File: src/hdl/twpws_pkg.sv
// ----------------------------------------------------------------------------
// twpws_pkg
// shared widths, register codes and the block record type
// ----------------------------------------------------------------------------
package twpws_pkg;

  localparam int NPH         = 3;
  localparam int SAMPLE_W    = 16;
  localparam int MAX_SAMPLES = 4096;
  localparam int CNT_W       = $clog2(MAX_SAMPLES + 1);
  localparam int SUM_W       = SAMPLE_W + CNT_W - 1;
  localparam int SQ_W        = 2 * SAMPLE_W + CNT_W - 2;
  localparam int LIM_W       = 15;
  localparam int CFG_IDX_W   = 2;
  localparam int PH_W        = 2;

  // n * sumsq is built from two narrower partial products
  localparam int MUL_SPLIT = (SQ_W + 1) / 2;
  localparam int LO_W      = CNT_W + MUL_SPLIT;
  localparam int HI_W      = CNT_W + SQ_W - MUL_SPLIT;
  localparam int NUM_W     = 2 * SUM_W;
  localparam int DIV_D_W   = 2 * CNT_W - 1;
  localparam int VAR_W     = 31;
  localparam int SQRT_IN_W = 32;
  localparam int ROOT_W    = 16;

  localparam int FIFO_DEPTH = 2;

  localparam logic [CFG_IDX_W-1:0] CFG_RMS_LOW  = 2'd0;
  localparam logic [CFG_IDX_W-1:0] CFG_RMS_HIGH = 2'd1;
  localparam logic [CFG_IDX_W-1:0] CFG_CLIP_THR = 2'd2;

  localparam logic [LIM_W-1:0] RST_RMS_LOW  = 15'd6624;
  localparam logic [LIM_W-1:0] RST_RMS_HIGH = 15'd8096;
  localparam logic [LIM_W-1:0] RST_CLIP_THR = 15'd10397;

  localparam logic [PH_W-1:0] PH_LAST = 2'd2;

  typedef struct packed {
    logic [NPH-1:0][SUM_W-1:0]    sum;
    logic [NPH-1:0][SQ_W-1:0]     sq;
    logic [NPH-1:0][SAMPLE_W-1:0] maxv;
    logic [NPH-1:0][SAMPLE_W-1:0] minv;
    logic [NPH-1:0]               clip;
    logic [CNT_W-1:0]             cnt;
    logic                         ovf;
  } blk_rec_t;

  typedef struct packed {
    logic [LIM_W-1:0] low;
    logic [LIM_W-1:0] high;
  } rms_lim_t;

endpackage

File: src/hdl/twpws_fifo.sv
// ----------------------------------------------------------------------------
// twpws_fifo
// short queue of finished block records between front and back
// ----------------------------------------------------------------------------
module twpws_fifo (
  input  logic                  clk,
  input  logic                  rst_n,
  input  logic                  push,
  input  twpws_pkg::blk_rec_t   wr_rec,
  input  logic                  pop,
  output twpws_pkg::blk_rec_t   rd_rec,
  output logic                  full,
  output logic                  empty
);
  localparam int PW = $clog2(twpws_pkg::FIFO_DEPTH);
  localparam int CW = $clog2(twpws_pkg::FIFO_DEPTH + 1);

  twpws_pkg::blk_rec_t   ent_r [twpws_pkg::FIFO_DEPTH];
  logic [PW-1:0]         wp_r, rp_r;
  logic [CW-1:0]         cnt_r, cnt_nxt;

  always_comb begin
    cnt_nxt = cnt_r;
    if (push && !pop) begin
      cnt_nxt = cnt_r + 1'b1;
    end else if (pop && !push) begin
      cnt_nxt = cnt_r - 1'b1;
    end
  end

  always_ff @(posedge clk) begin
    if (!rst_n) begin
      wp_r  <= '0;
      rp_r  <= '0;
      cnt_r <= '0;
    end else begin
      if (push) begin
        wp_r <= wp_r + 1'b1;
      end
      if (pop) begin
        rp_r <= rp_r + 1'b1;
      end
      cnt_r <= cnt_nxt;
    end
    if (push) begin
      ent_r[wp_r] <= wr_rec;
    end
  end

  assign rd_rec = ent_r[rp_r];
  assign full   = (cnt_r == CW'(twpws_pkg::FIFO_DEPTH));
  assign empty  = (cnt_r == '0);
endmodule

File: config.mk
export PLATFORM = sky130hd
export DESIGN_NAME = twpws_fifo
export DESIGN_NICKNAME = d
export VERILOG_FILES = /design/src/hdl/twpws_pkg.sv /design/src/hdl/twpws_fifo.sv
export SDC_FILE = /design/constraint.sdc
export NUM_CORES = 1
export LEC_CHECK = 0
export BUFFER_PORTS_ARGS = -buffer_cell sky130_fd_sc_hd__buf_2
export CAP_MARGIN = 20
export CORE_UTILIZATION = 25
export DETAILED_ROUTE_END_ITERATION = 8
export SYNTH_ARGS = -nofsm -noshare
export SYNTH_HDL_FRONTEND = slang
export SYNTH_SLANG_ARGS = --single-unit
File: constraint.sdc
create_clock -name clk -period 21.1 [get_ports clk]
set_clock_uncertainty 0.05 [all_clocks]
set_input_delay 2.11 -clock clk [delete_from_list [all_inputs] [get_ports clk]]
set_output_delay 2.11 -clock clk [all_outputs]
set_load 0.01 [all_outputs]
Word level (Yosys, flattened, before mapping)

Memories as Yosys holds them, arrays and structs flattened. A register that Yosys moved wholly into a read port is not among the register bits.
Cells that the tools add are included.

Add/subtract/negate cells: 4
Reductions and logical operators: 6
Multiplexer cells: 6
Eq/ne operators: 1

Operators with widths:

| cell                  | count |
|---|---|
| $mux W1               | 4 |
| $mux W2               | 2 |
| $add A1 B1 Y1 const B | 2 |
| $add A2 B1 Y2 const B | 1 |
| $eq A2 B2 Y1 const B  | 1 |
| $logic_and A1 B1 Y1   | 2 |
| $logic_not A1 Y1      | 2 |
| $logic_not A2 Y1      | 1 |
| $reduce_bool A2 Y1    | 1 |
| $sub A2 B1 Y2 const B | 1 |

Flip-flop bits (word level): 4
Memories kept: 1
Output and inout bits: 328
Input port bits: 330
Memory bits (writable): 652

Memory list:

| name  | depth | width | read ports | clocked after Yosys merged registers in | write ports | RTL line         | text |
|---|---|---|---|---|---|---|---|
| ent_r | 2     | 326   | 1          | 1                                       | 1           | twpws_fifo.sv:18 | `twpws_pkg::blk_rec_t ent_r [twpws_pkg::FIFO_DEPTH];` |

Logic depth before layout (Yosys ltp)

Depth after elaboration: 4
Depth in mapped cells: 5

Worst setup path before layout

Ideal clock, no wire load.

Kind: in2reg
Start point: input push
End point: register wp_r
Stages on the path: 2
Library setup time: 0.125 ns
Slack: 3.750 ns
Arrival: 17.174 ns
Required time: 20.925 ns
Cell sequence: nor2b_1 -> o21a_1

RTL lines:

| element                | RTL line         | text |
|---|---|---|
| start: declaration     | twpws_fifo.sv:8  | `input logic push,` |
| end signal: assignment | twpws_fifo.sv:38 | `wp_r <= wp_r + 1'b1;` |
| end: declaration       | twpws_fifo.sv:19 | `logic [PW-1:0] wp_r, rp_r;` |

==> summary.md <==
| Metric | Value |
|---|---|
| Outcome | finished clean |
| Slew Viols, Final | 0 |
| CP max-delay cell | dfxtp_4 |
| Tmin final | 6.788 ns |
| Met3 Wirelength | 4239 um |
| Worst path cell trace | buf_4, buf_4, buf_4, mux2_2, buf_2 |
| DIE AREA | 0.09835 mm2 |
| Top Family by Delay on Critical Path | buffers and inverters |
| Peak VDD IR | 0.06704 mV |
| Max cap viols | 0 |
| # DRC | 0 |
| Clk Latency, worst-skew pair | 0.60 ns |
| Synth area leaders | edfxtp_1 (81%), mux2_4 (8.7%), mux2_2 (8.6%) |
| Hold-fix buffers, CTS | 0 |
| Fin nets | 2078 |
| Synth warn | 0 |
| Vias in the first global route | 13060 |
| DRT Pass-1 Iters | 4 |
| Stages on worst setup path | 5 |
| Setup WS post-layout | 14.31 ns |
| Hold Startpoint | cnt_r[1] |
| Commonest non-fill, non-tap cell in the layout | buf_2 |
| Crit. End Element | output port |
| Placed insts | 2938 |
| CP Class | reg -> out |
| CP startpoint kind | register |
| Most frequent cells in the layout | buf_2 (657), edfxtp_1 (652), mux2_2 (186), mux2_4 (140), clkbuf_16 (73) |
| FMAX | 0.1473 GHz |
| R2R depth | 4 |
| Initial antenna violation count | 8 |
| Cts bufs inserted | 72 |
| Total global routing overflow | 0 |
| Largest net degree at the start of global routing | 71 |
| Wirelength, routed | 53170 um |
| Fin cells | 3071 |
| CP dominant cell by count | buf_4 |
| Top cell type's share of synthesized area | 0.8066 |
| Final setup fails | 0 |
| Worst R2R End | ent_r[1][168] |
| Area leader, netlist | edfxtp_1 |
| WP buf/inv | 4 |
| Max incr delay on CP | 0.82 ns |
| Syn_area_per_cell | 23.43 um2 |
| Sequential share of the synthesized area | 0.8107 |
| Crit path required time | 18.94 ns |
| Cell count after synthesis | 1036 |
| Met1 WL | 18900 um |
| Post-CTS Setup Bufs | 0 |
| Share of cells above drive strength 1 | 0.6119 |
| Core Util, Final | 0.3274 |
| Clock H-tree levels | 3 |
| Worst setup path endpoint | rd_rec[101] |
| Post-synthesis register bit count | 657 |
| Global-route wire length before repair | 77710 um |
| Drt wl/cell | 17.31 um |
| Io pins | 658 |
| Core box area | 0.09558 mm2 |
| Via count | 12230 |
| Hold WC Path Type | reg -> reg |
| Resized cells post-CTS | 0 |
| Via/cell ratio | 3.981 |
| CTS Buffer Depth | 3 |
| Die W | 313.6 um |
| Syn Std Cell Area | 0.02427 mm2 |
| Synthesis-to-finish area growth | 28.90% |
| TritonCTS clock tree | yes |
| Max layer used | met5 |
| Mapped Nets | 1367 |
| Least-Margin Pin Slew | 1.012 ns |
| Fin crit share | 0.3217 |
| RSZ-0062 raised after global routing | false |
| Hold_ws | 0.4751 ns |
| Reg-to-reg slack, setup | 17.31 ns |
| ANT nets after route | 0 |
| Sink Count | 657 |
| Gr usage total | 0.1035 |
| Routed wl met2 | 28210 um |
| I/O Buffers | 657 |
| TNS Setup | 0 ns |
| Start of the worst register-to-register path | wp_r |
| Reg clk slew, reported paths | 0.06 ns |
| GP Congestion | 0.7805 |
| Clock Tree Root | clkbuf_16 |
| Relative slew slack | 0.3252 |
| Dpl ws | 14.87 ns |
| Arrival time worst endpoint | 4.63 ns |
| Leakage power | 0.01175 uW |
| Initial Utilization | 0.2540 |
| Cell Pwr Density | 97.56 mW/mm2 |
| Initial DRC Count | 663 |
| Die height | 313.6 um |
| Cell row count | 113 |
| Synth unique cells | 18 |
| Hpwl dp | 37290 um |
| Final hold violations | 0 |
| Crit path max fanout | 62 |
==> cells by family (layout without fill, tap and decap cells) <==
family,after synthesis,in the layout,synth area share
compound gates,3,3,0.0008247
xor+xnor,3,3,0.001083
fa+ha+maj,1,1,0.0005154
buf+inv,37,802,0.01180
flops,657,657,0.8107
mux,326,326,0.1729
other cells,0,5,0
simple gates,9,9,0.002216
==> synth_stat cells <==
cell type  instances
buf_6             16
a21boi_0           1
edfxtp_1         652
buf_4              1
or3_1              1
o21a_1             1
xor2_1             2
dfxtp_1            5
nor2b_1            3
mux2_2           186
and2_1             4
inv_1              1
nor2_1             1
o21ai_0            1
xnor2_1            1
buf_2             19
ha_1               1
mux2_4           140
==> layer usage <==
layer,vias up,GRT usage
met4,4,0.04368
met3,115,0.03846
met2,453,0.1881
met1,6074,0.1058
met5,-,0
li1,5581,-
==> final cells by class <==
type	count	area [um2]
multi-input cells	342	4319
inverters	1	3.754
clock buffers	90	1891
well taps	1265	1583
repair buffers	673	3408
diodes	5	12.51
fillers	9224	64290
clock inverters	38	390.4
flip-flops and latches	657	19680
==> tightest hold or removal path: cells and delay by family (launching register included) <==
family,cells,cell delay (ns)
DFF,1,0.32
AOI/OAI and AO/OA,2,0.15
==> how the worst min path moves through the flow <==
stage / endpoint / slack, ns / depth (start not counted)
2_1_floorplan: cnt_r[1] / 0.42 / 2
3_3_place_gp: cnt_r[1] / 0.44 / 2
3_5_place_dp: cnt_r[1] / 0.47 / 2
4_1_cts: cnt_r[1] / 0.48 / 2
5_1_grt: cnt_r[1] / 0.51 / 2
6_report: cnt_r[1] / 0.48 / 2
==> flip-flops by register name, indices dropped and copies added, names as in the netlist, named ones only <==
signal / cells
rp_r: 1
ent_r: 652
cnt_r: 2
wp_r: 1
==> where the power goes <==
| part | internal [uW] | total (uW) | switching, uW |
|---|---|---|---|
| logic | 150 | 309 | 160 |
| registers | 1510 | 1530 | 18.8 |
| clock network | 723 | 1210 | 490 |
==> per-stage QoR <==
step / instance area [um2] / total power [uW]
4_1_cts: 31280 / 3102
3_3_place_gp: 29000 / 1864
3_5_place_dp: 29000 / 1874
6_report: 31290 / 3053
5_1_grt: 31290 / 3165
2_1_floorplan: 24270 / 1763
(Power assumes the default switching activity.)
