===== src/hdl/twpws_pkg.sv =====
// ----------------------------------------------------------------------------
// twpws_pkg
// shared widths, register codes and the block record type
// ----------------------------------------------------------------------------
package twpws_pkg;

  localparam int NPH         = 3;
  localparam int SAMPLE_W    = 16;
  localparam int MAX_SAMPLES = 4096;
  localparam int CNT_W       = $clog2(MAX_SAMPLES + 1);
  localparam int SUM_W       = SAMPLE_W + CNT_W - 1;
  localparam int SQ_W        = 2 * SAMPLE_W + CNT_W - 2;
  localparam int LIM_W       = 15;
  localparam int CFG_IDX_W   = 2;
  localparam int PH_W        = 2;

  // n * sumsq is built from two narrower partial products
  localparam int MUL_SPLIT = (SQ_W + 1) / 2;
  localparam int LO_W      = CNT_W + MUL_SPLIT;
  localparam int HI_W      = CNT_W + SQ_W - MUL_SPLIT;
  localparam int NUM_W     = 2 * SUM_W;
  localparam int DIV_D_W   = 2 * CNT_W - 1;
  localparam int VAR_W     = 31;
  localparam int SQRT_IN_W = 32;
  localparam int ROOT_W    = 16;

  localparam int FIFO_DEPTH = 2;

  localparam logic [CFG_IDX_W-1:0] CFG_RMS_LOW  = 2'd0;
  localparam logic [CFG_IDX_W-1:0] CFG_RMS_HIGH = 2'd1;
  localparam logic [CFG_IDX_W-1:0] CFG_CLIP_THR = 2'd2;

  localparam logic [LIM_W-1:0] RST_RMS_LOW  = 15'd6624;
  localparam logic [LIM_W-1:0] RST_RMS_HIGH = 15'd8096;
  localparam logic [LIM_W-1:0] RST_CLIP_THR = 15'd10397;

  localparam logic [PH_W-1:0] PH_LAST = 2'd2;

  typedef struct packed {
    logic [NPH-1:0][SUM_W-1:0]    sum;
    logic [NPH-1:0][SQ_W-1:0]     sq;
    logic [NPH-1:0][SAMPLE_W-1:0] maxv;
    logic [NPH-1:0][SAMPLE_W-1:0] minv;
    logic [NPH-1:0]               clip;
    logic [CNT_W-1:0]             cnt;
    logic                         ovf;
  } blk_rec_t;

  typedef struct packed {
    logic [LIM_W-1:0] low;
    logic [LIM_W-1:0] high;
  } rms_lim_t;

endpackage


===== src/hdl/twpws_front.sv =====
// ----------------------------------------------------------------------------
// twpws_front
// per-sample accumulation of sums, squares, extremes and clip flags
// ----------------------------------------------------------------------------
module twpws_front (
  input  logic                                 clk,
  input  logic                                 rst_n,
  input  logic                                 in_valid,
  output logic                                 in_ready,
  input  logic signed [twpws_pkg::SAMPLE_W-1:0] in_phase_a_sample,
  input  logic signed [twpws_pkg::SAMPLE_W-1:0] in_phase_b_sample,
  input  logic signed [twpws_pkg::SAMPLE_W-1:0] in_phase_c_sample,
  input  logic                                 in_last_sample,
  input  logic [twpws_pkg::LIM_W-1:0]          clip_thr,
  input  logic                                 q_full,
  output logic                                 push,
  output twpws_pkg::blk_rec_t                  push_rec
);
  twpws_pkg::blk_rec_t acc_r, acc_nxt, upd, blk;
  logic signed [twpws_pkg::SAMPLE_W-1:0]  s   [twpws_pkg::NPH];
  logic signed [2*twpws_pkg::SAMPLE_W-1:0] sq2 [twpws_pkg::NPH];
  logic [twpws_pkg::SAMPLE_W:0]           mag [twpws_pkg::NPH];
  logic                                   take, keep;

  assign s[0] = in_phase_a_sample;
  assign s[1] = in_phase_b_sample;
  assign s[2] = in_phase_c_sample;

  assign in_ready = !q_full;
  assign take     = in_valid && in_ready;
  assign keep     = (acc_r.cnt < twpws_pkg::CNT_W'(twpws_pkg::MAX_SAMPLES));

  always_comb begin
    upd = acc_r;
    for (int p = 0; p < twpws_pkg::NPH; p++) begin
      sq2[p] = s[p] * s[p];
      mag[p] = s[p][twpws_pkg::SAMPLE_W-1]
             ? (twpws_pkg::SAMPLE_W+1)'(-(twpws_pkg::SAMPLE_W+1)'(s[p]))
             : (twpws_pkg::SAMPLE_W+1)'(s[p]);
      upd.sum[p] = acc_r.sum[p] + twpws_pkg::SUM_W'(s[p]);
      upd.sq[p]  = acc_r.sq[p] + twpws_pkg::SQ_W'(unsigned'(sq2[p]));
      if (s[p] > signed'(acc_r.maxv[p])) begin
        upd.maxv[p] = s[p];
      end
      if (s[p] < signed'(acc_r.minv[p])) begin
        upd.minv[p] = s[p];
      end
      if (mag[p] >= (twpws_pkg::SAMPLE_W+1)'(clip_thr)) begin
        upd.clip[p] = 1'b1;
      end
    end
    upd.cnt = acc_r.cnt + 1'b1;

    blk = acc_r;
    if (keep) begin
      blk = upd;
    end else begin
      blk.ovf = 1'b1;
    end

    acc_nxt = acc_r;
    if (take) begin
      acc_nxt = in_last_sample ? '0 : blk;
    end
  end

  always_ff @(posedge clk) begin
    if (!rst_n) begin
      acc_r <= '0;
    end else begin
      acc_r <= acc_nxt;
    end
  end

  assign push     = take && in_last_sample;
  assign push_rec = blk;
endmodule


===== config.mk =====
export PLATFORM = sky130hd
export DESIGN_NAME = twpws_front
export DESIGN_NICKNAME = d
export VERILOG_FILES = /design/src/hdl/twpws_pkg.sv /design/src/hdl/twpws_front.sv
export SDC_FILE = /design/constraint.sdc
export NUM_CORES = 2
export LEC_CHECK = 0
export ABC_CLOCK_PERIOD_IN_PS = 14000
export BUFFER_PORTS_ARGS = -buffer_cell sky130_fd_sc_hd__buf_4
export CORE_ASPECT_RATIO = 1.25
export CORE_MARGIN = 2
export CORE_UTILIZATION = 51
export DETAILED_ROUTE_END_ITERATION = 10
export PLACE_DENSITY = 0.69
export SLEW_MARGIN = 5
export SYNTH_ARGS = -nofsm -noshare
export SYNTH_HDL_FRONTEND = slang
export SYNTH_SLANG_ARGS = --single-unit

===== constraint.sdc =====
create_clock -name clk -period 14 [get_ports clk]
set_clock_uncertainty 0.05 [all_clocks]
set_input_delay 0.7 -clock clk [delete_from_list [all_inputs] [get_ports clk]]
set_output_delay 0.7 -clock clk [all_outputs]
set_load 0.03 [all_outputs]

## Word-level counts from Yosys, hierarchy flattened

Cells that the tools add are included.

- Bits of input ports: 68
- Bits in registers: 326
- Word-level logic and storage cells: 56
- Output and inout bits: 328

- Multipliers: 3
- Add/subtract/negate cells: 10
- $lt $le $gt $ge: 10
- Reductions and logical operators: 3
- Muxes and demuxes: 15

Operators with widths:

| operator | number |
|---|---|
| 2-to-1 mux 326 bit | 1 |
| 2-to-1 mux 325 bit | 1 |
| adder 43 x 32 -> 43 bit | 3 |
| multiplier 16 x 16 -> 32 bit | 3 |
| 2-to-1 mux 16 bit | 6 |
| adder 28 bit | 3 |
| greater-or-equal comparator 17 x 15 -> 1 bit | 3 |
| 2-to-1 mux 17 bit | 3 |
| negator 16 -> 17 bit | 3 |
| > comparator 16 bit | 3 |
| < comparator 16 bit | 3 |
| adder 13 x 1 -> 13 bit, second input constant | 1 |
| < comparator 13 bit, second input constant | 1 |
| 2-to-1 mux 1 bit | 4 |
| logical AND 1 bit | 2 |
| logical NOT 1 bit | 1 |

## Logic depth before layout (Yosys ltp)

- Depth in word-level cells: 6
- Depth in mapped cells: 37
- Mapped depth without buffers: 35

## Worst setup path after synthesis

Ideal clock, no wire load.

- Path kind: input -> output
- Start: input port in_phase_c_sample[3] (netlist name)
- End: output port push_rec[230] (netlist name)
- Required time: 13.250 ns
- Cell stages on the path: 33
- Path buffers: 2
- Arrival: 9.077 ns
- Slack: 4.173 ns
- Path through: clkbuf_1 -> clkbuf_1 -> nand2_1 -> fa_1 -> fa_1 -> fa_1 -> inv_1 -> fa_1 -> fa_1 -> inv_1 -> fa_1 -> inv_1 -> ha_1 -> a21oi_1 -> o21ai_1 -> a2111oi_0 -> a211oi_1 -> or3_1 -> a21o_1 -> a21o_1 -> and2_1 -> o21ai_1 -> a21oi_1 -> ha_1 -> and4_1 -> and3_1 -> nand4_1 -> o22ai_1 -> o31ai_1 -> o21bai_1 -> a21oi_1 -> xor2_1 -> o21ai_0

RTL lines:

| element | RTL line | source |
|---|---|---|
| start: declaration | twpws_front.sv:12 | `input logic signed [twpws_pkg::SAMPLE_W-1:0] in_phase_c_sample,` |
| end: declaration | twpws_front.sv:17 | `output twpws_pkg::blk_rec_t push_rec` |

==> impl_results.md <==
- Status: finished, final reports clean
- Post-route cell area: 59,800 um2
- Syn_area_per_cell: 8.39 um2
- Max incr delay on CP: 650 ps
- Max reg flops: 326
- Min Hold Slack: 424 ps
- GP Congestion: 0.957
- # nets final: 8,049
- Critical path startpoint category: input pin
- First-pass GRT wire length: 258 mm
- TritonCTS clock tree: built
- Initial antenna violation count: 8
- Clk slew on worst S/H paths: 60 ps
- Core Region: 106,000 um2
- Synth warn: 0
- Slowest-stage cell, CP: a2111oi_0
- Fin. Hold Viols: 0
- # setup viols final: 0
- GRT Total Usage: 30.3%
- Clk Latency, worst-skew pair: 630 ps
- CTS Hold Bufs: 0
- Arrival time worst endpoint: 10,100 ps
- Die area: 109,000 um2
- XOR/XNOR Fraction of Synth Area: 5.70%
- Die span in y: 369 um
- Worst slew pin tran: 1180 ps
- Top flop regs: acc_r: 326 flops
- Post-synth top area cell: fa_1
- WL/cell: 20.4 um
- Area grow syn2layout: 9.92%
- Vias/cell: 5.68
- Synthesized instance count: 6,487
- Min Clock Period, post-route: 10,850 ps
- CTS sink cnt: 326
- EDFF count, synth: 0
- Largest net degree at the start of global routing: 96
- Cell Area, Synth: 54,400 um2
- Vias in the first global route: 46,500
- CTS Buf Count: 43
- Routed Antenna Nets: 0
- Slew Viols, Final: 0
- Synth async-reset ratio: 0%
- Critical path capture point type: primary output
- Clk root buf: clkbuf_16
- CTS H-Tree Depth: 2
- Final HPWL DP: 128 mm
- DR pass1 iterations: 5
- Area contributors post-synth: fa_1 26%, ha_1 14%, dfxtp_1 12%
- Mux share of post-synthesis cell area: 1.37%
- CTS Buffer Depth: 3
- Seq/Total Area, Yosys: 12.0%
- Top FF cell, synth: dfxtp_1
- Combinational family with the most area after synthesis: adder cells
- Post-CTS Setup Inserts: 0
- Port Buffers: 395
- I/O pin cnt: 396
- Initial DRC count: 3,127
- RSZ-0062 raised after global routing: no
- Synth Area in Compound Gates: 17.1%
- Setup TNS Final: 0 ps
- Via count: 46,200
- Most used cell, CP: fa_1
- Dpl cell area: 58,400 um2
- Max Freq: 92.2 MHz
- Initial core utilization: 51.2%
- Grt ovf: 0
- Worst Path Required: 13,250 ps
- Final period utilization: 77.5%
- Row Count: 134
- Area taken by multi-input logic gates: 42,600 um2
- Fillcell total: 9,757
- Post-Synthesis Net Count: 7,860
- Layout cells sized above 1: 9.06%
- Synth Area in Simple Gates: 14.1%
- Largest register by flop count: acc_r
- Flops & latches, synth: 326
- DRT Wirelength: 166 mm
- Synth top area share: 26.3%
- DRC violation count after routing: 0
- Synth Area in Adders: 39.9%
- Distinct cell type count after synthesis: 101
- Slew margin rel.: 21.1%
- Sequential cell area: 6530 um2
- Synth cell count leaders: 1,141 x inv_1, 715 x fa_1, 678 x nand2_1, 590 x ha_1, 421 x o21ai_0
- HP Class: register to register
- WS Path Type: input pin to primary output
- Crit Path Max Fanout: 24
- Max_cap viols: 0
- Count leader, synth: inv_1
- Chip Width: 296 um
- Cts repair resizes: 0
-- worst max-delay path, delay by kind of cell --
kind                       cells  cell delay, ps
adders and majority gates      8            3520
AOI/OAI and AO/OA             11            2870
and+or+nand+nor                8            1850
buffers and inverters          5            1000
xor gates and xnor gates       1             120
-- placed cells by master, fill, tap and decap left out, types with 94 or more instances in the layout --
cell type	netlist	layout
and2_1	141	140
nor2b_1	152	151
buf_4	1	421
fa_1	715	715
a22oi_1	122	122
nand2_1	678	676
xnor2_1	253	253
nor2_1	242	240
xor2_1	101	101
ha_1	590	590
inv_1	1141	1140
a21oi_1	251	249
dfxtp_1	326	325
a22o_1	94	94
a21o_1	154	154
o21ai_0	421	420
-- path summary, 6_finish.rpt --
kind	start	endpoint	slack [ps]	cells after the start
max	in_phase_c_sample[1]	push_rec[236]	3150	33
min	acc_r[20]	acc_r[20]	420	1
max reg2reg	acc_r[113]	acc_r[155]	10150	12
min reg2reg	acc_r[20]	acc_r[20]	420	1
-- layer usage --
layer | GRT usage [%] | vias to the layer above | part of all wire [%]
met5 | 0 | - | 0.019
met4 | 13.7 | 4 | 5.2
met3 | 5.44 | 409 | 7.8
met2 | 51.0 | 1597 | 48
met1 | 37.7 | 22600 | 39
li1 | - | 21600 | -
-- stage by stage --
stage,worst slack [ps],instances,utilization (%)
floorplan,4170,6487,-
global placement,3300,8059,54.9
detailed placement,3210,8059,54.9
CTS,3160,8138,56.3
global route,2520,8139,56.3
finish,3150,8140,56.3
-- logic make-up (layout without fill, tap and decap cells) --
| family | after synthesis | count (layout) |
|---|---|---|
| multiplexers | 66 | 66 |
| flip-flops | 326 | 326 |
| buffers and inverters | 1424 | 1647 |
| other | 0 | 2 |
| adder cells (fa/ha/maj) | 1305 | 1305 |
| AND/OR/NAND/NOR | 1597 | 1597 |
| XOR/XNOR | 354 | 354 |
| AO/OA/AOI/OAI | 1415 | 1415 |
-- area by class of cell --
class | instances | area share, %
Clock inverter | 25 | 0.433
Multi-Input combinational cell | 4737 | 71.2
Inverter | 1145 | 7.18
Timing Repair Buffer | 423 | 5.33
Clock buffer | 54 | 1.98
Antenna cell | 2 | 0.00836
Tap cell | 1428 | 2.99
Sequential cell | 326 | 10.9
Power is not shown: default switching activity piles up to over one toggle a cycle in this logic, so the estimate is an artifact.
