<file path="src/hdl/twpws_pkg.sv">
// ----------------------------------------------------------------------------
// twpws_pkg
// shared widths, register codes and the block record type
// ----------------------------------------------------------------------------
package twpws_pkg;

  localparam int NPH         = 3;
  localparam int SAMPLE_W    = 16;
  localparam int MAX_SAMPLES = 4096;
  localparam int CNT_W       = $clog2(MAX_SAMPLES + 1);
  localparam int SUM_W       = SAMPLE_W + CNT_W - 1;
  localparam int SQ_W        = 2 * SAMPLE_W + CNT_W - 2;
  localparam int LIM_W       = 15;
  localparam int CFG_IDX_W   = 2;
  localparam int PH_W        = 2;

  // n * sumsq is built from two narrower partial products
  localparam int MUL_SPLIT = (SQ_W + 1) / 2;
  localparam int LO_W      = CNT_W + MUL_SPLIT;
  localparam int HI_W      = CNT_W + SQ_W - MUL_SPLIT;
  localparam int NUM_W     = 2 * SUM_W;
  localparam int DIV_D_W   = 2 * CNT_W - 1;
  localparam int VAR_W     = 31;
  localparam int SQRT_IN_W = 32;
  localparam int ROOT_W    = 16;

  localparam int FIFO_DEPTH = 2;

  localparam logic [CFG_IDX_W-1:0] CFG_RMS_LOW  = 2'd0;
  localparam logic [CFG_IDX_W-1:0] CFG_RMS_HIGH = 2'd1;
  localparam logic [CFG_IDX_W-1:0] CFG_CLIP_THR = 2'd2;

  localparam logic [LIM_W-1:0] RST_RMS_LOW  = 15'd6624;
  localparam logic [LIM_W-1:0] RST_RMS_HIGH = 15'd8096;
  localparam logic [LIM_W-1:0] RST_CLIP_THR = 15'd10397;

  localparam logic [PH_W-1:0] PH_LAST = 2'd2;

  typedef struct packed {
    logic [NPH-1:0][SUM_W-1:0]    sum;
    logic [NPH-1:0][SQ_W-1:0]     sq;
    logic [NPH-1:0][SAMPLE_W-1:0] maxv;
    logic [NPH-1:0][SAMPLE_W-1:0] minv;
    logic [NPH-1:0]               clip;
    logic [CNT_W-1:0]             cnt;
    logic                         ovf;
  } blk_rec_t;

  typedef struct packed {
    logic [LIM_W-1:0] low;
    logic [LIM_W-1:0] high;
  } rms_lim_t;

endpackage

</file>
<file path="src/hdl/twpws_div.sv">
// ----------------------------------------------------------------------------
// twpws_div
// restoring divider, one quotient bit per cycle
// ----------------------------------------------------------------------------
module twpws_div (
  input  logic                               clk,
  input  logic                               rst_n,
  input  logic                               start,
  input  logic [twpws_pkg::NUM_W-1:0]        dvd,
  input  logic [twpws_pkg::DIV_D_W-1:0]      dvs,
  output logic                               done,
  output logic [twpws_pkg::NUM_W-1:0]        quot,
  output logic [twpws_pkg::DIV_D_W-1:0]      rem
);
  localparam int CW = $clog2(twpws_pkg::NUM_W);

  logic                              busy_r, busy_nxt;
  logic                              done_r, done_nxt;
  logic [CW-1:0]                     cnt_r, cnt_nxt;
  logic [twpws_pkg::NUM_W-1:0]       q_r, q_nxt;
  logic [twpws_pkg::DIV_D_W-1:0]     rem_r, rem_nxt;
  logic [twpws_pkg::DIV_D_W-1:0]     dvs_r, dvs_nxt;
  logic [twpws_pkg::DIV_D_W:0]       sh;
  logic                              ge;

  always_comb begin
    sh       = {rem_r, q_r[twpws_pkg::NUM_W-1]};
    ge       = (sh >= {1'b0, dvs_r});
    busy_nxt = busy_r;
    done_nxt = 1'b0;
    cnt_nxt  = cnt_r;
    q_nxt    = q_r;
    rem_nxt  = rem_r;
    dvs_nxt  = dvs_r;
    if (start) begin
      busy_nxt = 1'b1;
      cnt_nxt  = CW'(twpws_pkg::NUM_W - 1);
      q_nxt    = dvd;
      rem_nxt  = '0;
      dvs_nxt  = dvs;
    end else if (busy_r) begin
      rem_nxt = ge ? twpws_pkg::DIV_D_W'(sh - {1'b0, dvs_r})
                   : twpws_pkg::DIV_D_W'(sh);
      q_nxt   = {q_r[twpws_pkg::NUM_W-2:0], ge};
      cnt_nxt = cnt_r - 1'b1;
      if (cnt_r == '0) begin
        busy_nxt = 1'b0;
        done_nxt = 1'b1;
      end
    end
  end

  always_ff @(posedge clk) begin
    if (!rst_n) begin
      busy_r <= 1'b0;
      done_r <= 1'b0;
      cnt_r  <= '0;
    end else begin
      busy_r <= busy_nxt;
      done_r <= done_nxt;
      cnt_r  <= cnt_nxt;
    end
    q_r   <= q_nxt;
    rem_r <= rem_nxt;
    dvs_r <= dvs_nxt;
  end

  assign done = done_r;
  assign quot = q_r;
  assign rem  = rem_r;
endmodule

</file>
<file path="src/hdl/twpws_sqrt.sv">
// ----------------------------------------------------------------------------
// twpws_sqrt
// floor square root, one root bit per cycle
// ----------------------------------------------------------------------------
module twpws_sqrt (
  input  logic                               clk,
  input  logic                               rst_n,
  input  logic                               start,
  input  logic [twpws_pkg::SQRT_IN_W-1:0]    x,
  output logic                               done,
  output logic [twpws_pkg::ROOT_W-1:0]       root
);
  localparam int CW = $clog2(twpws_pkg::ROOT_W);
  localparam int RW = twpws_pkg::ROOT_W + 1;

  logic                               busy_r, busy_nxt;
  logic                               done_r, done_nxt;
  logic [CW-1:0]                      cnt_r, cnt_nxt;
  logic [twpws_pkg::SQRT_IN_W-1:0]    x_r, x_nxt;
  logic [RW-1:0]                      rem_r, rem_nxt;
  logic [twpws_pkg::ROOT_W-1:0]       root_r, root_nxt;
  logic [RW+1:0]                      rsh;
  logic [RW+1:0]                      trial;
  logic                               ge;

  always_comb begin
    rsh      = {rem_r, x_r[twpws_pkg::SQRT_IN_W-1 -: 2]};
    trial    = {1'b0, root_r, 2'b01};
    ge       = (rsh >= trial);
    busy_nxt = busy_r;
    done_nxt = 1'b0;
    cnt_nxt  = cnt_r;
    x_nxt    = x_r;
    rem_nxt  = rem_r;
    root_nxt = root_r;
    if (start) begin
      busy_nxt = 1'b1;
      cnt_nxt  = CW'(twpws_pkg::ROOT_W - 1);
      x_nxt    = x;
      rem_nxt  = '0;
      root_nxt = '0;
    end else if (busy_r) begin
      rem_nxt  = ge ? RW'(rsh - trial) : RW'(rsh);
      root_nxt = {root_r[twpws_pkg::ROOT_W-2:0], ge};
      x_nxt    = {x_r[twpws_pkg::SQRT_IN_W-3:0], 2'b00};
      cnt_nxt  = cnt_r - 1'b1;
      if (cnt_r == '0) begin
        busy_nxt = 1'b0;
        done_nxt = 1'b1;
      end
    end
  end

  always_ff @(posedge clk) begin
    if (!rst_n) begin
      busy_r <= 1'b0;
      done_r <= 1'b0;
      cnt_r  <= '0;
    end else begin
      busy_r <= busy_nxt;
      done_r <= done_nxt;
      cnt_r  <= cnt_nxt;
    end
    x_r    <= x_nxt;
    rem_r  <= rem_nxt;
    root_r <= root_nxt;
  end

  assign done = done_r;
  assign root = root_r;
endmodule

</file>
<file path="src/hdl/twpws_back.sv">
// ----------------------------------------------------------------------------
// twpws_back
// end-of-block sequencer: divisions, square roots and result register
// ----------------------------------------------------------------------------
module twpws_back (
  input  logic                                  clk,
  input  logic                                  rst_n,
  input  logic                                  q_empty,
  output logic                                  pop,
  input  twpws_pkg::blk_rec_t                   rec,
  input  twpws_pkg::rms_lim_t                   lim,
  output logic                                  out_valid,
  input  logic                                  out_ready,
  output logic [twpws_pkg::PH_W-1:0]            out_phase_index,
  output logic [twpws_pkg::ROOT_W-1:0]          out_rms_value,
  output logic signed [twpws_pkg::SAMPLE_W-1:0] out_mean_value,
  output logic [twpws_pkg::SAMPLE_W-1:0]        out_peak_to_peak,
  output logic [twpws_pkg::VAR_W-1:0]           out_variance_value,
  output logic [twpws_pkg::ROOT_W-1:0]          out_std_deviation,
  output logic                                  out_rms_compliant,
  output logic                                  out_clipping_seen,
  output logic                                  out_block_overflowed,
  output logic                                  out_last_result
);
  typedef enum logic [9:0] {
    ST_IDLE  = 10'b0000000001,
    ST_MUL0  = 10'b0000000010,
    ST_MUL1  = 10'b0000000100,
    ST_NUM   = 10'b0000001000,
    ST_DSQ   = 10'b0000010000,
    ST_RMS   = 10'b0000100000,
    ST_DMEAN = 10'b0001000000,
    ST_DVAR  = 10'b0010000000,
    ST_DEV   = 10'b0100000000,
    ST_EMIT  = 10'b1000000000
  } bk_state_t;

  localparam int SW = twpws_pkg::SAMPLE_W;

  bk_state_t                          state_r, state_nxt;
  twpws_pkg::blk_rec_t                rec_r;
  logic [twpws_pkg::PH_W-1:0]         ph_r;
  logic [twpws_pkg::LO_W-1:0]         mlo_r;
  logic [twpws_pkg::HI_W-1:0]         mhi_r;
  logic [twpws_pkg::NUM_W-1:0]        asq_r, num_r;
  logic [twpws_pkg::DIV_D_W-1:0]      nn_r;
  logic [twpws_pkg::ROOT_W-1:0]       rms_r, dev_r;
  logic signed [SW-1:0]               mean_r;
  logic [twpws_pkg::VAR_W-1:0]        var_r;

  logic                               out_valid_r;
  logic [twpws_pkg::PH_W-1:0]         o_ph_r;
  logic [twpws_pkg::ROOT_W-1:0]       o_rms_r, o_dev_r;
  logic signed [SW-1:0]               o_mean_r;
  logic [SW-1:0]                      o_p2p_r;
  logic [twpws_pkg::VAR_W-1:0]        o_var_r;
  logic                               o_ok_r, o_clip_r, o_ovf_r, o_last_r;

  logic signed [twpws_pkg::SUM_W-1:0] sum_s;
  logic [twpws_pkg::SUM_W-1:0]        asum;
  logic [twpws_pkg::SQ_W-1:0]         sq;
  logic [twpws_pkg::CNT_W-1:0]        n;
  logic                               nz;
  logic                               out_free, load;
  logic [SW:0]                        qm, qa;
  logic [twpws_pkg::ROOT_W-1:0]       rms_f, dev_f;
  logic signed [SW-1:0]               mean_f;
  logic [twpws_pkg::VAR_W-1:0]        var_f;
  logic signed [SW:0]                 p2p_w;

  logic                               div_start, div_done;
  logic [twpws_pkg::NUM_W-1:0]        div_a, div_q;
  logic [twpws_pkg::DIV_D_W-1:0]      div_b, div_r;
  logic                               sqr_start, sqr_done;
  logic [twpws_pkg::SQRT_IN_W-1:0]    sqr_x;
  logic [twpws_pkg::ROOT_W-1:0]       sqr_root;

  twpws_div u_div (
    .clk   (clk),
    .rst_n (rst_n),
    .start (div_start),
    .dvd   (div_a),
    .dvs   (div_b),
    .done  (div_done),
    .quot  (div_q),
    .rem   (div_r)
  );

  twpws_sqrt u_sqrt (
    .clk   (clk),
    .rst_n (rst_n),
    .start (sqr_start),
    .x     (sqr_x),
    .done  (sqr_done),
    .root  (sqr_root)
  );

  always_comb begin
    sum_s    = signed'(rec_r.sum[ph_r]);
    asum     = sum_s[twpws_pkg::SUM_W-1] ? twpws_pkg::SUM_W'(-sum_s)
                                         : twpws_pkg::SUM_W'(sum_s);
    sq       = rec_r.sq[ph_r];
    n        = rec_r.cnt;
    nz       = (n == '0);
    out_free = !out_valid_r || out_ready;
    qm       = div_q[SW:0];
    qa       = qm + (SW+1)'(div_r != '0);
    // empty block reports zeros
    rms_f    = nz ? '0 : rms_r;
    dev_f    = nz ? '0 : dev_r;
    mean_f   = nz ? '0 : mean_r;
    var_f    = nz ? '0 : var_r;
    p2p_w    = (SW+1)'(signed'(rec_r.maxv[ph_r])) - (SW+1)'(signed'(rec_r.minv[ph_r]));

    state_nxt = state_r;
    pop       = 1'b0;
    load      = 1'b0;
    div_start = 1'b0;
    div_a     = twpws_pkg::NUM_W'(sq);
    div_b     = twpws_pkg::DIV_D_W'(n);
    sqr_start = 1'b0;
    sqr_x     = twpws_pkg::SQRT_IN_W'(div_q);
    case (state_r)
      ST_IDLE: begin
        if (!q_empty) begin
          pop       = 1'b1;
          state_nxt = ST_MUL0;
        end
      end
      ST_MUL0: state_nxt = ST_MUL1;
      ST_MUL1: state_nxt = ST_NUM;
      ST_NUM: begin
        div_start = 1'b1;
        state_nxt = ST_DSQ;
      end
      ST_DSQ: begin
        if (div_done) begin
          sqr_start = 1'b1;
          state_nxt = ST_RMS;
        end
      end
      ST_RMS: begin
        if (sqr_done) begin
          div_start = 1'b1;
          div_a     = twpws_pkg::NUM_W'(asum);
          state_nxt = ST_DMEAN;
        end
      end
      ST_DMEAN: begin
        if (div_done) begin
          div_start = 1'b1;
          div_a     = num_r;
          div_b     = nn_r;
          state_nxt = ST_DVAR;
        end
      end
      ST_DVAR: begin
        if (div_done) begin
          sqr_start = 1'b1;
          sqr_x     = twpws_pkg::SQRT_IN_W'(div_q[twpws_pkg::VAR_W-1:0]);
          state_nxt = ST_DEV;
        end
      end
      ST_DEV: begin
        if (sqr_done) begin
          state_nxt = ST_EMIT;
        end
      end
      ST_EMIT: begin
        if (out_free) begin
          load      = 1'b1;
          state_nxt = (ph_r == twpws_pkg::PH_LAST) ? ST_IDLE : ST_MUL0;
        end
      end
      default: state_nxt = ST_IDLE;
    endcase
  end

  always_ff @(posedge clk) begin
    if (!rst_n) begin
      state_r     <= ST_IDLE;
      ph_r        <= '0;
      out_valid_r <= 1'b0;
    end else begin
      state_r <= state_nxt;
      if (pop) begin
        ph_r <= '0;
      end else if (load) begin
        ph_r <= ph_r + 1'b1;
      end
      if (load) begin
        out_valid_r <= 1'b1;
      end else if (out_ready) begin
        out_valid_r <= 1'b0;
      end
    end

    if (pop) begin
      rec_r <= rec;
    end
    if (state_r == ST_MUL0) begin
      mlo_r <= twpws_pkg::LO_W'(n * sq[twpws_pkg::MUL_SPLIT-1:0]);
      asq_r <= twpws_pkg::NUM_W'(asum * asum);
      nn_r  <= twpws_pkg::DIV_D_W'(n * n);
    end
    if (state_r == ST_MUL1) begin
      mhi_r <= twpws_pkg::HI_W'(n * sq[twpws_pkg::SQ_W-1:twpws_pkg::MUL_SPLIT]);
    end
    if (state_r == ST_NUM) begin
      // n*sumsq - sum^2
      num_r <= twpws_pkg::NUM_W'(mlo_r)
             + (twpws_pkg::NUM_W'(mhi_r) << twpws_pkg::MUL_SPLIT) - asq_r;
    end
    if (state_r == ST_RMS && sqr_done) begin
      rms_r <= sqr_root;
    end
    if (state_r == ST_DMEAN && div_done) begin
      mean_r <= sum_s[twpws_pkg::SUM_W-1] ? SW'(-qa) : SW'(qm);
    end
    if (state_r == ST_DVAR && div_done) begin
      var_r <= div_q[twpws_pkg::VAR_W-1:0];
    end
    if (state_r == ST_DEV && sqr_done) begin
      dev_r <= sqr_root;
    end
    if (load) begin
      o_ph_r   <= ph_r;
      o_rms_r  <= rms_f;
      o_mean_r <= mean_f;
      o_p2p_r  <= p2p_w[SW-1:0];
      o_var_r  <= var_f;
      o_dev_r  <= dev_f;
      o_ok_r   <= (rms_f >= twpws_pkg::ROOT_W'(lim.low))
               && (rms_f <= twpws_pkg::ROOT_W'(lim.high));
      o_clip_r <= rec_r.clip[ph_r];
      o_ovf_r  <= rec_r.ovf;
      o_last_r <= (ph_r == twpws_pkg::PH_LAST);
    end
  end

  assign out_valid            = out_valid_r;
  assign out_phase_index      = o_ph_r;
  assign out_rms_value        = o_rms_r;
  assign out_mean_value       = o_mean_r;
  assign out_peak_to_peak     = o_p2p_r;
  assign out_variance_value   = o_var_r;
  assign out_std_deviation    = o_dev_r;
  assign out_rms_compliant    = o_ok_r;
  assign out_clipping_seen    = o_clip_r;
  assign out_block_overflowed = o_ovf_r;
  assign out_last_result      = o_last_r;
endmodule

</file>
<file path="config.mk">
export PLATFORM = sky130hd
export DESIGN_NAME = twpws_back
export DESIGN_NICKNAME = d
export VERILOG_FILES = /design/src/hdl/twpws_pkg.sv /design/src/hdl/twpws_div.sv /design/src/hdl/twpws_sqrt.sv /design/src/hdl/twpws_back.sv
export SDC_FILE = /design/constraint.sdc
export NUM_CORES = 2
export LEC_CHECK = 0
export BUFFER_PORTS_ARGS = -buffer_cell sky130_fd_sc_hd__buf_2
export CORE_AREA = 2 2 385 387
export DETAILED_ROUTE_END_ITERATION = 10
export DIE_AREA = 0 0 387 389
export HOLD_SLACK_MARGIN = 0.12
export PLACE_DENSITY = 0.77
export SLEW_MARGIN = 0
export SYNTH_ARGS = -nofsm -noshare
export SYNTH_HDL_FRONTEND = slang
export SYNTH_SLANG_ARGS = --single-unit
</file>
<file path="constraint.sdc">
create_clock -name clk -period 16.25 [get_ports clk]
set_clock_uncertainty 0.2 [all_clocks]
set_input_delay 1.625 -clock clk [delete_from_list [all_inputs] [get_ports clk]]
set_output_delay 1.625 -clock clk [all_outputs]
set_load 0.05 [all_outputs]
</file>
Yosys cells after proc, flatten, opt, wreduce, memory -nomap -nowiden --
Cells that the tools add are included.
Word-level totals: register bits after elaboration 910, word-level logic and storage cells 170, input port bits 360, output and inout port bits 103
Cells by class: $add $sub $neg 11, muxes and demuxes 57, bitwise operators 3, multiply operators 4, order comparisons 5, reductions and logical operators 21, equality and inequality tests 18
Operators with widths (number):
- $mux 56 | 3
- $mux 32 | 4
- $pmux 56 s2 | 1
- $pmux 10 s10 | 1
- $bmux 43 s2 | 1
- $mux 43 | 2
- $mux 10 | 7
- $bmux 16 s2 | 2
- $mux 16 | 4
- $add 35x56->56 | 1
- $bmux 28 s2 | 1
- $mul 28x28->56 | 1
- $mux 28 | 2
- $sub 56x56->56 | 1
- $mul 13x22->35 | 1
- $mul 13x21->34 | 1
- $neg 28->28 | 1
- $ge 26x25->1 | 1
- $mux 13 | 2
- $mul 13x13->25 | 1
- $mux 25 | 1
- $reduce_bool 25->1 | 1
- $sub 25x25->25 | 1
- $ge 19x18->1 | 1
- other kinds (42) | 77

Depth between registers and ports, before layout --
word-level depth 7, gate-level depth with buffers 41, depth with buffers taken out 36

Modules after synthesis --
From an unflattened synthesis, not the netlist that was laid out.
Second synthesis, totals: cell total of the unflattened synthesis 8131, area, all modules 85348.1 µm²
Modules (own cells, without submodules):
- twpws_back | area each 75453.6 µm², sequential area each 21580.7 µm², times used 1, cells an instance 7206
- twpws_div | area each 6097.1 µm², sequential area each 3093.0 µm², times used 1, cells an instance 558
- twpws_sqrt | area each 3797.4 µm², sequential area each 1741.7 µm², times used 1, cells an instance 367

Worst setup path before layout --
Ideal clock, no wire load.
path type in2out, start point in q_empty, end point out pop, data arrival time 15.600 ns, path slack -1.175 ns, path buffers 0, stages 1, required time 14.425 ns, path through nor2_1
Between the ends: cells in the longest elaborated chain, start to end 2
RTL lines:
- from (decl) | RTL line twpws_back.sv:8 | input logic q_empty,
- $mux 1 | RTL line twpws_back.sv:125 | if (!q_empty) begin
- $mux 1 | RTL line twpws_back.sv:123 | case (state_r)
- to (decl) | RTL line twpws_back.sv:9 | output logic pop,
No other way between the ends.

Worst setup path after layout --
start point reg ph_r[1] in the netlist's numbering, end point reg asq_r[55] in the netlist's numbering, data pin
Between the ends: cells in the longest elaborated chain, start to end 5
RTL lines:
- from (decl) | RTL line twpws_back.sv:42 | logic [twpws_pkg::PH_W-1:0] ph_r;
- from (signal assigned) | RTL line twpws_back.sv:189 | ph_r <= ph_r + 1'b1;
- $bmux 28 s2 * | RTL line twpws_back.sv:99 | sum_s = signed'(rec_r.sum[ph_r]);
- $mux 28 (implied by the code) * | RTL line twpws_back.sv:99
- $neg 28->28 | RTL line twpws_back.sv:100 | asum = sum_s[twpws_pkg::SUM_W-1] ? twpws_pkg::SUM_W'(-sum_s)
- $mux 28 * | RTL line twpws_back.sv:100
- $mul 28x28->56 * | RTL line twpws_back.sv:203 | asq_r <= twpws_pkg::NUM_W'(asum * asum);
- to (signal assigned) | RTL line twpws_back.sv:203
- to (decl) | RTL line twpws_back.sv:45 | logic [twpws_pkg::NUM_W-1:0] asq_r, num_r;
Mark *: on every way between the ends. The rest lies on a longest branch, timed or not. The select of a mux whose other input is x is not followed. A chain may end at the register's enable or synchronous reset.

==> run metrics <==
status=completed; Post-synth EDFFs=823; H-tree levels=3; Synth Area in Adders=between 30 and 40%; CP Capture Type=register; Post-DRT Antenna Nets=0; die height=389 um; max_cap viols=0; WP data required=16450 ps; Worst Tran Pin Value=1348 ps; final WL=between 200000 and 250000 um; final hold violation count=0; Async S/R FF share, synth=0%; Worst-Skew Late Latency=approximately 750 ps; I/O pin cnt=~460; Synth Area in Compound Gates=7.710%; Synth Area in Simple Gates=about 11%; CTS tree=yes; number of remaining DRC errors=0; Total Routing Usage GR=29.40%; Crit Path Class=reg2reg; hold buffers post-CTS=0; die footprint=150500 um2; mux contribution to synthesized area=1.769%; Synth Register Bits=908; Vias=between 50k and 60k; critical path launch point type=register; Core ar.=146600 um2; Rows=141; Mapped Area=84520 um2; Die X=387 um; Slew Limit Fails=0; Crit path max-delay family=adder cells; Worst Hold Class=reg2reg; number of global-route vias before repair=62.64k; final period utilization=73.57%; top cells by count, synth=inv_1 (1629), fa_1 (1147), nand2_1 (856); post-CTS sizing=0; TNS Setup=0 ps; register area share after synthesis=31.25%; Max Freq=about 84 MHz; Initial Util=57.65%; Setup Buffers After CTS=0; largest net degree at the start of global routing=154; layout cells sized above 1=9.828%; initial antenna violation count=23; Bufs on Longest Clock Path=3; Netlist cell types=98; Pre-antenna DRT Iters=6; CP max stage cell=dfxtp_4; clock slew at reported path FFs=around 60 ps; CP arrival=12160 ps; total grt overflow=0; most frequent cell after synthesis=inv_1; worst rel slew slack=10.14%; top_reg_cell synth=edfxtp_1; unrepaired setup endpoints after global routing=no; buffer and inverter count on the worst path=11; Iteration-0 DRC Markers=between 5k and 6k; Gate Count Post-Synth=~8.1k; TritonCTS Buffers=around 100; nets@finish=10.61k; clk sink count=between 900 and 1k; synth top area cells=edfxtp_1 (29%), fa_1 (27%), ha_1 (9.5%); largest family of logic cells by synthesized area=adder cells; DR WL/cell=20.69 um; number of port buffers=roughly 460; RePlAce Congestion=0.9571; Crit path largest cell delay=770 ps; Layout area overhead=9.488%; CP Max Fanout=38; first-pass GRT wire length=345100 um; minimum clock period=11950 ps; Root Driver=clkbuf_16; Synth Warn #=0; syn avg cell area=10.47 um2; xor-xnor portion of the synthesized cell area=3.024%; hpwl dp=approximately 170000 um; Synth top area share=29.24%; vias per inst=5.646; area leader, netlist=edfxtp_1; Final setup viols=0
## layout by cell type (no fill, tap or decap), drive strengths merged, types with 29 or more instances in the layout
cell and instances:
o21ai 254, xor2 91, xnor2 194, nor3 52, nand3 46, edfxtp 823
buf 581, clkbuf 128, dfxtp 85, a21o 136, and3 41, fa 1147
and2 353, o21a 37, clkinv 48, inv 1646, nand2 857, a21oi 307
nand2b 46, o21bai 29, nor2 423, ha 641, nor2b 44, mux2i 134
## state kept, by name, indices dropped and copies added (netlist names), 17 cells and up
signal	cells
u_div.quot	56
u_sqrt.x_r	32
u_sqrt.rem_r	17
mlo_r	35
u_div.dvs_r	25
u_div.rem	25
asq_r	55
num_r	56
mhi_r	34
rec_r	313
out_variance_value	31
var_r	31
nn_r	24
## final timing paths
check            from                   end  slack [ps]  cells after the start
min          rec_r[0]  out_block_overflowed         230                      0
min reg2reg  rec_r[0]  out_block_overflowed         230                      0
max reg2reg   ph_r[1]             asq_r[55]        4300                     38
max           ph_r[1]             asq_r[55]        4300                     38
## layout make-up
| type | count | area (um2) |
|---|---|---|
| Antenna cell | 24 | 60.06 |
| Timing Repair Buffer | 581 | 3218 |
| Sequential cell | 908 | 26420 |
| Inverter | 1649 | 6195 |
| Fill cell | 11380 | 54070 |
| Clock buffer | 128 | 2645 |
| Clock inverter | 54 | 541.8 |
| Tap cell | 1930 | 2415 |
| Multi-Input combinational cell | 5227 | 51040 |
## worst register-to-register path, delay by kind of cell, from the launching register on
kind	cells	cell delay (ps)
buffers and inverters	11	1970
XOR/XNOR	1	190
adder cells (fa/ha/maj)	9	4220
AND/OR/NAND/NOR	9	2500
AO/OA/AOI/OAI	7	1470
flip-flops	1	770
multiplexers	1	320
## routing by layer
layer	routed length [um]	vias to the layer above	share of wire [%]	global-route usage (%)
met1	85840	29630	39	39.00
met5	13	-	0.0060	0
li1	-	26580	-	-
met2	103600	2611	48	48.30
met3	19620	466	9.0	5.547
met4	8190	2	3.8	11.12
## stage by stage
stage	util, %	hold WS (ps)	setup WS (ps)	instances	instance area [um2]
after global placement	60.90	202.5	4688	10290	89280
final	63.12	234.3	4295	10500	92540
after detailed placement	60.91	227.8	4556	10300	89290
after floorplan	-	200.3	4207	8089	84600
after global routing	63.11	241.5	3780	10500	92530
after CTS	63.08	232.5	4448	10480	92480
## cells by family (layout without fill, tap and decap cells)
| kind of cell | after synthesis | after routing |
|---|---|---|
| xor+xnor | 285 | 285 |
| compound gates | 1016 | 1016 |
| flops | 908 | 908 |
| mux | 147 | 147 |
| other cells | 2 | 46 |
| fa+ha+maj | 1788 | 1788 |
| buf+inv | 1954 | 2412 |
| simple gates | 1969 | 1969 |
Power is left out: the tool's default activity adds up to more than one toggle a clock period on the data nets, which glitch-free logic cannot reach.
